--- config.mk ---
export PLATFORM = sky130hd
export DESIGN_NAME = ttpd_fifo
export DESIGN_NICKNAME = d
export VERILOG_FILES = /design/src/hdl/ttpd_pkg.sv /design/src/hdl/ttpd_fifo.sv
export SDC_FILE = /design/constraint.sdc
export NUM_CORES = 1
export LEC_CHECK = 0
export BUFFER_PORTS_ARGS = -buffer_cell sky130_fd_sc_hd__clkbuf_2
export CAP_MARGIN = 20
export CORE_ASPECT_RATIO = 0.75
export CORE_MARGIN = 2
export CORE_UTILIZATION = 50
export DETAILED_ROUTE_END_ITERATION = 10
export GPL_ROUTABILITY_DRIVEN = 0
export GPL_TIMING_DRIVEN = 0
export PLACE_DENSITY_LB_ADDON = 0.05
export SYNTH_ARGS = -nofsm -noshare
export SYNTH_HDL_FRONTEND = slang
export SYNTH_SLANG_ARGS = --single-unit
--- constraint.sdc ---
create_clock -name clock -period 23.5 [get_ports clock]
set_input_delay 2.35 -clock clock [delete_from_list [all_inputs] [get_ports clock]]
set_output_delay 2.35 -clock clock [all_outputs]
set_load 0.02 [all_outputs]
--- src/hdl/ttpd_pkg.sv ---
// shared types, constants and step table of the two-tone page decoder
`timescale 1ns / 1ps
`default_nettype none

package ttpd_pkg;

   // field and register widths
   localparam int SAMPLE_W    = 16;
   localparam int COEFF_W     = 24;
   localparam int ST_W        = 48;
   localparam int MAG_W       = 25;
   localparam int BLK_W       = 9;
   localparam int THR_W       = 25;
   localparam int MS_W        = 16;
   localparam int BMS_W       = 8;
   localparam int DELTA_W     = 26;
   localparam int CSR_ADDR_W  = 3;
   localparam int CSR_DATA_W  = 25;
   localparam int REQ_TDATA_W = 16;
   localparam int RSP_TDATA_W = 56;

   // result item layout
   localparam int RSP_MAG_A_LSB = 0;
   localparam int RSP_MAG_B_LSB = 25;
   localparam int RSP_SEEN_A    = 50;
   localparam int RSP_SEEN_B    = 51;
   localparam int RSP_PAGE      = 52;

   // energy datapath
   localparam int DIG_W  = 24;
   localparam int PROD_W = 48;
   localparam int T_W    = 72;
   localparam int ACC_W  = 124;
   localparam int SQ_W   = 50;
   localparam int SHF_W  = 7;
   localparam logic [MAG_W-1:0] MAG_MAX = {MAG_W{1'b1}};

   // register reset values
   localparam logic signed [COEFF_W-1:0] COEFF_A_RST = 24'sd7133781;
   localparam logic signed [COEFF_W-1:0] COEFF_B_RST = 24'sd7908482;
   localparam logic [BLK_W-1:0]          BLOCK_LENGTH_RST = 9'd499;
   localparam logic [THR_W-1:0]          LEVEL_THRESHOLD_RST = 25'd1638400;
   localparam logic [MS_W-1:0]           TONE_A_MS_RST = 16'd1000;
   localparam logic [MS_W-1:0]           TONE_B_MS_RST = 16'd3000;
   localparam logic [BMS_W-1:0]          BLOCK_MS_RST = 8'd62;

   typedef enum logic [CSR_ADDR_W-1:0] {
      CSR_COEFF_A         = 3'd0,
      CSR_COEFF_B         = 3'd1,
      CSR_BLOCK_LENGTH    = 3'd2,
      CSR_LEVEL_THRESHOLD = 3'd3,
      CSR_TONE_A_MS       = 3'd4,
      CSR_TONE_B_MS       = 3'd5,
      CSR_BLOCK_MS        = 3'd6
   } csr_index_type;

   typedef struct packed {
      logic signed [COEFF_W-1:0] coeff_a;
      logic signed [COEFF_W-1:0] coeff_b;
      logic [BLK_W-1:0]          block_length;
      logic [THR_W-1:0]          level_threshold;
      logic [MS_W-1:0]           tone_a_ms;
      logic [MS_W-1:0]           tone_b_ms;
      logic [BMS_W-1:0]          block_ms;
   } cfg_type;

   // both bin states at the end of a block
   typedef struct packed {
      logic signed [ST_W-1:0] pa;
      logic signed [ST_W-1:0] p2a;
      logic signed [ST_W-1:0] pb;
      logic signed [ST_W-1:0] p2b;
   } snap_type;

   typedef enum logic [2:0] {
      F_IDLE, F_MUL_AL, F_UPD_A, F_MUL_BL, F_UPD_B
   } front_state_type;

   typedef enum logic [3:0] {
      B_IDLE, B_MAC, B_PREP, B_SQRT, B_RING, B_RUN, B_SEEN, B_OUT
   } back_state_type;

   typedef enum logic [2:0] {
      OP_CM, OP_A0, OP_A1, OP_B0, OP_B1, OP_T0, OP_T1, OP_T2
   } opnd_type;

   typedef enum logic [1:0] {
      MK_NONE, MK_T, MK_CROSS, MK_SQ
   } mac_kind_type;

   typedef struct packed {
      opnd_type     xsel;
      opnd_type     ysel;
      logic [SHF_W-1:0] shift;
      mac_kind_type kind;
   } mac_op_type;

   // partial product schedule for one bin energy, scaled by 2^22:
   // t = |c|*|p1|, then t*|p2|, then the two squares
   function automatic mac_op_type mac_op(input logic [3:0] step);
      mac_op_type op;
      op = '{xsel: OP_CM, ysel: OP_A0, shift: 7'd0, kind: MK_NONE};
      case (step)
         4'd0:  op = '{xsel: OP_CM, ysel: OP_A0, shift: 7'd0,  kind: MK_T};
         4'd1:  op = '{xsel: OP_CM, ysel: OP_A1, shift: 7'd24, kind: MK_T};
         4'd2:  op = '{xsel: OP_T0, ysel: OP_B0, shift: 7'd0,  kind: MK_CROSS};
         4'd3:  op = '{xsel: OP_T0, ysel: OP_B1, shift: 7'd24, kind: MK_CROSS};
         4'd4:  op = '{xsel: OP_T1, ysel: OP_B0, shift: 7'd24, kind: MK_CROSS};
         4'd5:  op = '{xsel: OP_T1, ysel: OP_B1, shift: 7'd48, kind: MK_CROSS};
         4'd6:  op = '{xsel: OP_T2, ysel: OP_B0, shift: 7'd48, kind: MK_CROSS};
         4'd7:  op = '{xsel: OP_T2, ysel: OP_B1, shift: 7'd72, kind: MK_CROSS};
         4'd8:  op = '{xsel: OP_A0, ysel: OP_A0, shift: 7'd22, kind: MK_SQ};
         4'd9:  op = '{xsel: OP_A0, ysel: OP_A1, shift: 7'd47, kind: MK_SQ};
         4'd10: op = '{xsel: OP_A1, ysel: OP_A1, shift: 7'd70, kind: MK_SQ};
         4'd11: op = '{xsel: OP_B0, ysel: OP_B0, shift: 7'd22, kind: MK_SQ};
         4'd12: op = '{xsel: OP_B0, ysel: OP_B1, shift: 7'd47, kind: MK_SQ};
         4'd13: op = '{xsel: OP_B1, ysel: OP_B1, shift: 7'd70, kind: MK_SQ};
         default: op = '{xsel: OP_CM, ysel: OP_A0, shift: 7'd0, kind: MK_NONE};
      endcase
      return op;
   endfunction

endpackage

`default_nettype wire

--- src/hdl/ttpd_fifo.sv ---
// two-entry queue of finished block states between front and back
`timescale 1ns / 1ps
`default_nettype none

module ttpd_fifo (
   input  wire logic              clock,
   input  wire logic              reset,
   input  wire logic              push,
   input  wire ttpd_pkg::snap_type push_data,
   output logic                   full,
   input  wire logic              pop,
   output ttpd_pkg::snap_type     pop_data,
   output logic                   empty
);
   import ttpd_pkg::*;

   snap_type   mem_ff [2];
   logic       wr_ff, rd_ff;
   logic [1:0] cnt_ff;

   assign full     = cnt_ff == 2'd2;
   assign empty    = cnt_ff == 2'd0;
   assign pop_data = mem_ff[rd_ff];

   // storage
   always_ff @(posedge clock) begin
      if (push) mem_ff[wr_ff] <= push_data;
   end

   // pointers and fill count
   always_ff @(posedge clock) begin
      if (reset) begin
         wr_ff  <= 1'b0;
         rd_ff  <= 1'b0;
         cnt_ff <= 2'd0;
      end else begin
         if (push) wr_ff <= !wr_ff;
         if (pop) rd_ff <= !rd_ff;
         cnt_ff <= cnt_ff + 2'(push) - 2'(pop);
      end
   end

endmodule

`default_nettype wire

=== Word-level counts from Yosys, hierarchy flattened ===
Memory sizes are Yosys's and may differ from the RTL's. A register that Yosys moved wholly into a read port is not among the register bits.
Cells that the tools add are included.
Widths: inputs -> output; s select.

* Flip-flop bits (word level): 4
* Bits in latches: 0
* Memory bits (writable): 384
* Bits in read-only memories: 0
* Input port bits: 196
* Logic and storage cells: 14
* Memories kept: 1

{| class="wikitable"
|+ Memory list
! memory !! words !! width !! read ports !! clocked after memory_dff !! write ports !! RTL line !! text
|-
| mem_ff || 2 || 192 || 1 || 1 || 1 || ttpd_fifo.sv:17 || <nowiki>snap_type mem_ff [2];</nowiki>
|}

* Add/sub/neg operators: 2
* Multiply operators: 0
* Divide/modulo/power cells: 0
* Magnitude comparators: 0
* Equal/unequal tests: 1
* Shift-type cells: 0
* Muxes and demuxes: 4
* Bitwise gates (word level): 0
* Reduce and logical (&&, ||, !) cells: 3

{| class="wikitable"
|+ Operator list
! kind !! count
|-
| $mux 1 || 4
|-
| $add 2x1->2 || 1
|-
| $eq 2x2->1 const B || 1
|-
| $logic_not 1->1 || 2
|-
| $logic_not 2->1 || 1
|-
| $sub 2x1->2 || 1
|}

=== Depth between registers and ports, before layout ===
* Depth after elaboration: 3
* Depth in mapped cells: 6
* Depth with buffers taken out: 6

=== Least setup slack after synthesis ===
OpenSTA, ideal clock, no wires.

* Path type: input-to-reg
* From: in push
* To: mem mem_ff[0][0] (netlist name), enable pin
* Library setup time: 0.770 ns
* Data arrival time: 10.632 ns
* Slack: 12.098 ns
* Stages: 1
* Buffers on the path: 0
* Cell sequence: nor2b_1

* Word-level cells in the longest chain between the ends: 2

{| class="wikitable"
|+ Ends and longest elaborated chain
! what !! RTL line !! text
|-
| start, declared || ttpd_fifo.sv:8 || <nowiki>input wire logic push,</nowiki>
|-
| $mux 1 || ttpd_fifo.sv:27 || <nowiki>if (push) mem_ff[wr_ff] <= push_data;</nowiki>
|-
| $mux 1 (implied by the code) || ttpd_fifo.sv:27 ||
|-
| end, declared || ttpd_fifo.sv:17 ||
|}

Every way passes these cells.

==> metrics.yaml <==
final_cell_count_no_fill: 1477
critical_path.cell_chain: "buf_6 -> buf_6 -> mux2_2 -> clkbuf_2"
worst-slew-pin-transition_ns: 0.6300
share_comb_of_total_power: 0.132
first_pass_grt_wire_length_mm: 41.88
cts_inserted_buffers: 39
simple_logic_cell_fraction_of_the_synthesized_area: 0.003097
finalMaxSlewViolations: 0
routed_wl_mm: 29.45
most_common_cell_in_the_synthesized_netlist: "sky130_fd_sc_hd__edfxtp_1"
post_cts_hold_buffer_count: 0
yosysTopAreaCellShare: 0.8155
hold_viol: 0
timing.max_slew.rel_slack: 0.5791
filler_cell_count: 2067
seq_power_share: 0.511
critPathBufInv: 3
post-place-cells: 1402
routed_wl_per_cell_um: 19.94
drtAntennaViolNets: 0
setup_tns_ns: 0
yosys.area_share.adder: 0.001770
area.sequential_um2: 11630
worst-setup-path-type: "register to primary output"
worst_ir_drop_vdd_uv: 74.35
initial_core_util: 0.5065
required_ns: 21.15
design.core.area_um2: 27920
tritoncts: "yes"
synth_xor_area_frac: 0.002832
netlist-cell-type-count: 12
muxShareOfSynthArea: 0.1529
finalSetupViolCount: 0
critPathMaxFanout: 10
cells_after_synth: 618
synth_compound_area_frac: 0
status: "complete, no violations"
multi_input_comb_area_um2: 2281
worst_path_largest_cell_delay_ns: 0.39
path_delay_family: "buffers and inverters"
detail_route.vias_per_cell: 4.934
post-dp-hpwl_mm: 20.84
buffer_ports.inserted: 389
p_leak_nw: 6.854
clock_latency_ns: 0.53
io-pin-count: 390
final_net_count: 1256
cts_htree_levels: 2
met2_length_mm: 14.36
vias_after_detailed_routing: 7288
switching_share_of_power: 0.2385
combinational_family_with_the_most_area_after_synthesis: "multiplexers"
min_path_type: "register to register"
grt_pass1_vias: 7467
clock-root-buffer: "sky130_fd_sc_hd__clkbuf_16"
path_clk_slew_ns: 0.06
postSynthNetCount: 816
gr_util_all_layers: 0.1928
area.growth.synth_to_final_pct: 27.33
synth.top_cells.by_area: "sky130_fd_sc_hd__edfxtp_1 (82%), sky130_fd_sc_hd__mux2_2 (15%), sky130_fd_sc_hd__buf_6 (1.6%)"
overflow: 0
drive_above_1_share: 0.6121
period_share: 0.1806
drc: 0
arrival_ns: 1.89
dieArea_um2: 29650
cts.sinks: 389
met3WireLength_mm: 3.042
finish.utilization: 0.6449
detailedRoute.firstPassIterationCount: 5
internal-power_mw: 1.220
seq_area_frac_synth: 0.8226
worstSetupEndpointType: "primary output"
top_signal_layer_used: "met4"
critPathLaunchType: "register"
synthesis_warning_total: 0
netlist_area_um2: 14140
grt_max_degree: 68
async_flop_share: 0
post-route-min-period_ns: 4.244
drv_cap: 0
clock.fmax_mhz: 235.6
antenna_found_initial: 4
yosysTopAreaCell: "sky130_fd_sc_hd__edfxtp_1"
synth_enable_flop_cells: 384
power_switching_mw: 0.3821
timing.critical_path.slowest_stage_cell: "sky130_fd_sc_hd__dfxtp_1"
post_cts_resized: 0
routedLengthMet1_mm: 11.28
rows: 53
timing.clock.skew_ns: 0.006577
grt_setup_unrepaired: "no"
clock_power_share: 0.356
worst_path_most_repeated_cell: "sky130_fd_sc_hd__buf_6"
fp.dieH_um: 149.6
whs_ns: 0.5203
die_width_um: 198.2
power.density_cell_area_nw_per_um2: 88.96
synth.avg_cell_area_um2: 22.88
detailedRoute.firstIterationViolations: 303
flip_flop_cell_with_the_highest_count_after_synthesis: "sky130_fd_sc_hd__edfxtp_1"
clock_path_buffers: 3
postSynthRegisterBits: 389
post-cts-setup-buffers: 0
yosys-top-cells-count: "sky130_fd_sc_hd__edfxtp_1 (384), sky130_fd_sc_hd__mux2_2 (192), sky130_fd_sc_hd__buf_6 (20)"
logic make-up after synthesis:
logic type    after synthesis
simple gates                9
mux                       192
fa+ha+maj                   2
buf+inv                    23
xor+xnor                    3
flops                     389
worst reg2reg max path: stages (launching register included):
cell and delay [ns]:
sky130_fd_sc_hd__dfxtp_1 0.35, sky130_fd_sc_hd__nor2b_4 0.53, sky130_fd_sc_hd__buf_12 0.29, sky130_fd_sc_hd__buf_12 0.24, sky130_fd_sc_hd__buf_12 0.25
cells in the final DEF (no fill, tap or decap), drive strengths merged:
| cell type | synthesis | routed |
|---|---|---|
| and2 | 1 | 1 |
| buf | 21 | 31 |
| bufinv | 0 | 1 |
| clkbuf | 0 | 435 |
| clkinv | 0 | 22 |
| clkinvlp | 0 | 1 |
| dfxtp | 5 | 5 |
| diode | 0 | 4 |
| edfxtp | 384 | 384 |
| ha | 2 | 2 |
| inv | 2 | 3 |
| mux2 | 192 | 192 |
| nor2 | 5 | 5 |
| nor2b | 3 | 3 |
| xnor2 | 2 | 2 |
| xnor3 | 1 | 1 |
registers in the layout (all words and copies together), names as in the netlist, named ones only:
signal and cells:
cnt_ff 2, wr_ff 1, rd_ff 1, mem_ff 384
cell type report:
type,instances,share of cell area
flip-flops and latches,389,0.6460
multi-input cells,206,0.1267
repair buffers,399,0.1213
clock buffers,46,0.05684
well taps,385,0.02675
plain buffers,21,0.01279
clock inverters,25,0.008617
diodes,4,0.0005559
inverters,2,0.0004170
metal layers:
metal	up-vias	track usage
met1	3607	0.2226
met3	46	0.08429
li1	3366	-
met2	269	0.3214
met4	0	0.06955
met5	-	0
worst paths after layout:
| kind | start | endpoint | slack, ns | depth (start not counted) |
|---|---|---|---|---|
| worst min register to register | rd_ff | register | 0.52 | 2 |
| worst max register to register | wr_ff | mem_ff[0][129] | 21.53 | 4 |
| worst min-delay path | rd_ff | register | 0.52 | 2 |
| worst max-delay path | register | pop_data[22] | 19.26 | 4 |
power by group through the flow:
| stage | clock (mW) | sequential, mW | combinational, mW |
|---|---|---|---|
| 6_report | 0.571 | 0.819 | 0.212 |
| 5_1_grt | 0.611 | 0.822 | 0.226 |
| 4_1_cts | 0.586 | 0.819 | 0.216 |
| 3_5_place_dp | 0 | 0.834 | 0.215 |
| 3_3_place_gp | 0 | 0.850 | 0.205 |
| 2_1_floorplan | 0 | 0.842 | 0.128 |
per-stage QoR:
stage	setup WS (ns)	cell area, µm²	power, mW
after floorplan	12.10	14140	0.9706
after global placement	6.778	16570	1.055
after detailed placement	19.31	16820	1.049
after CTS	19.21	17990	1.621
after global routing	19.17	18000	1.660
final	19.26	18000	1.602
(Power assumes the default switching activity.)
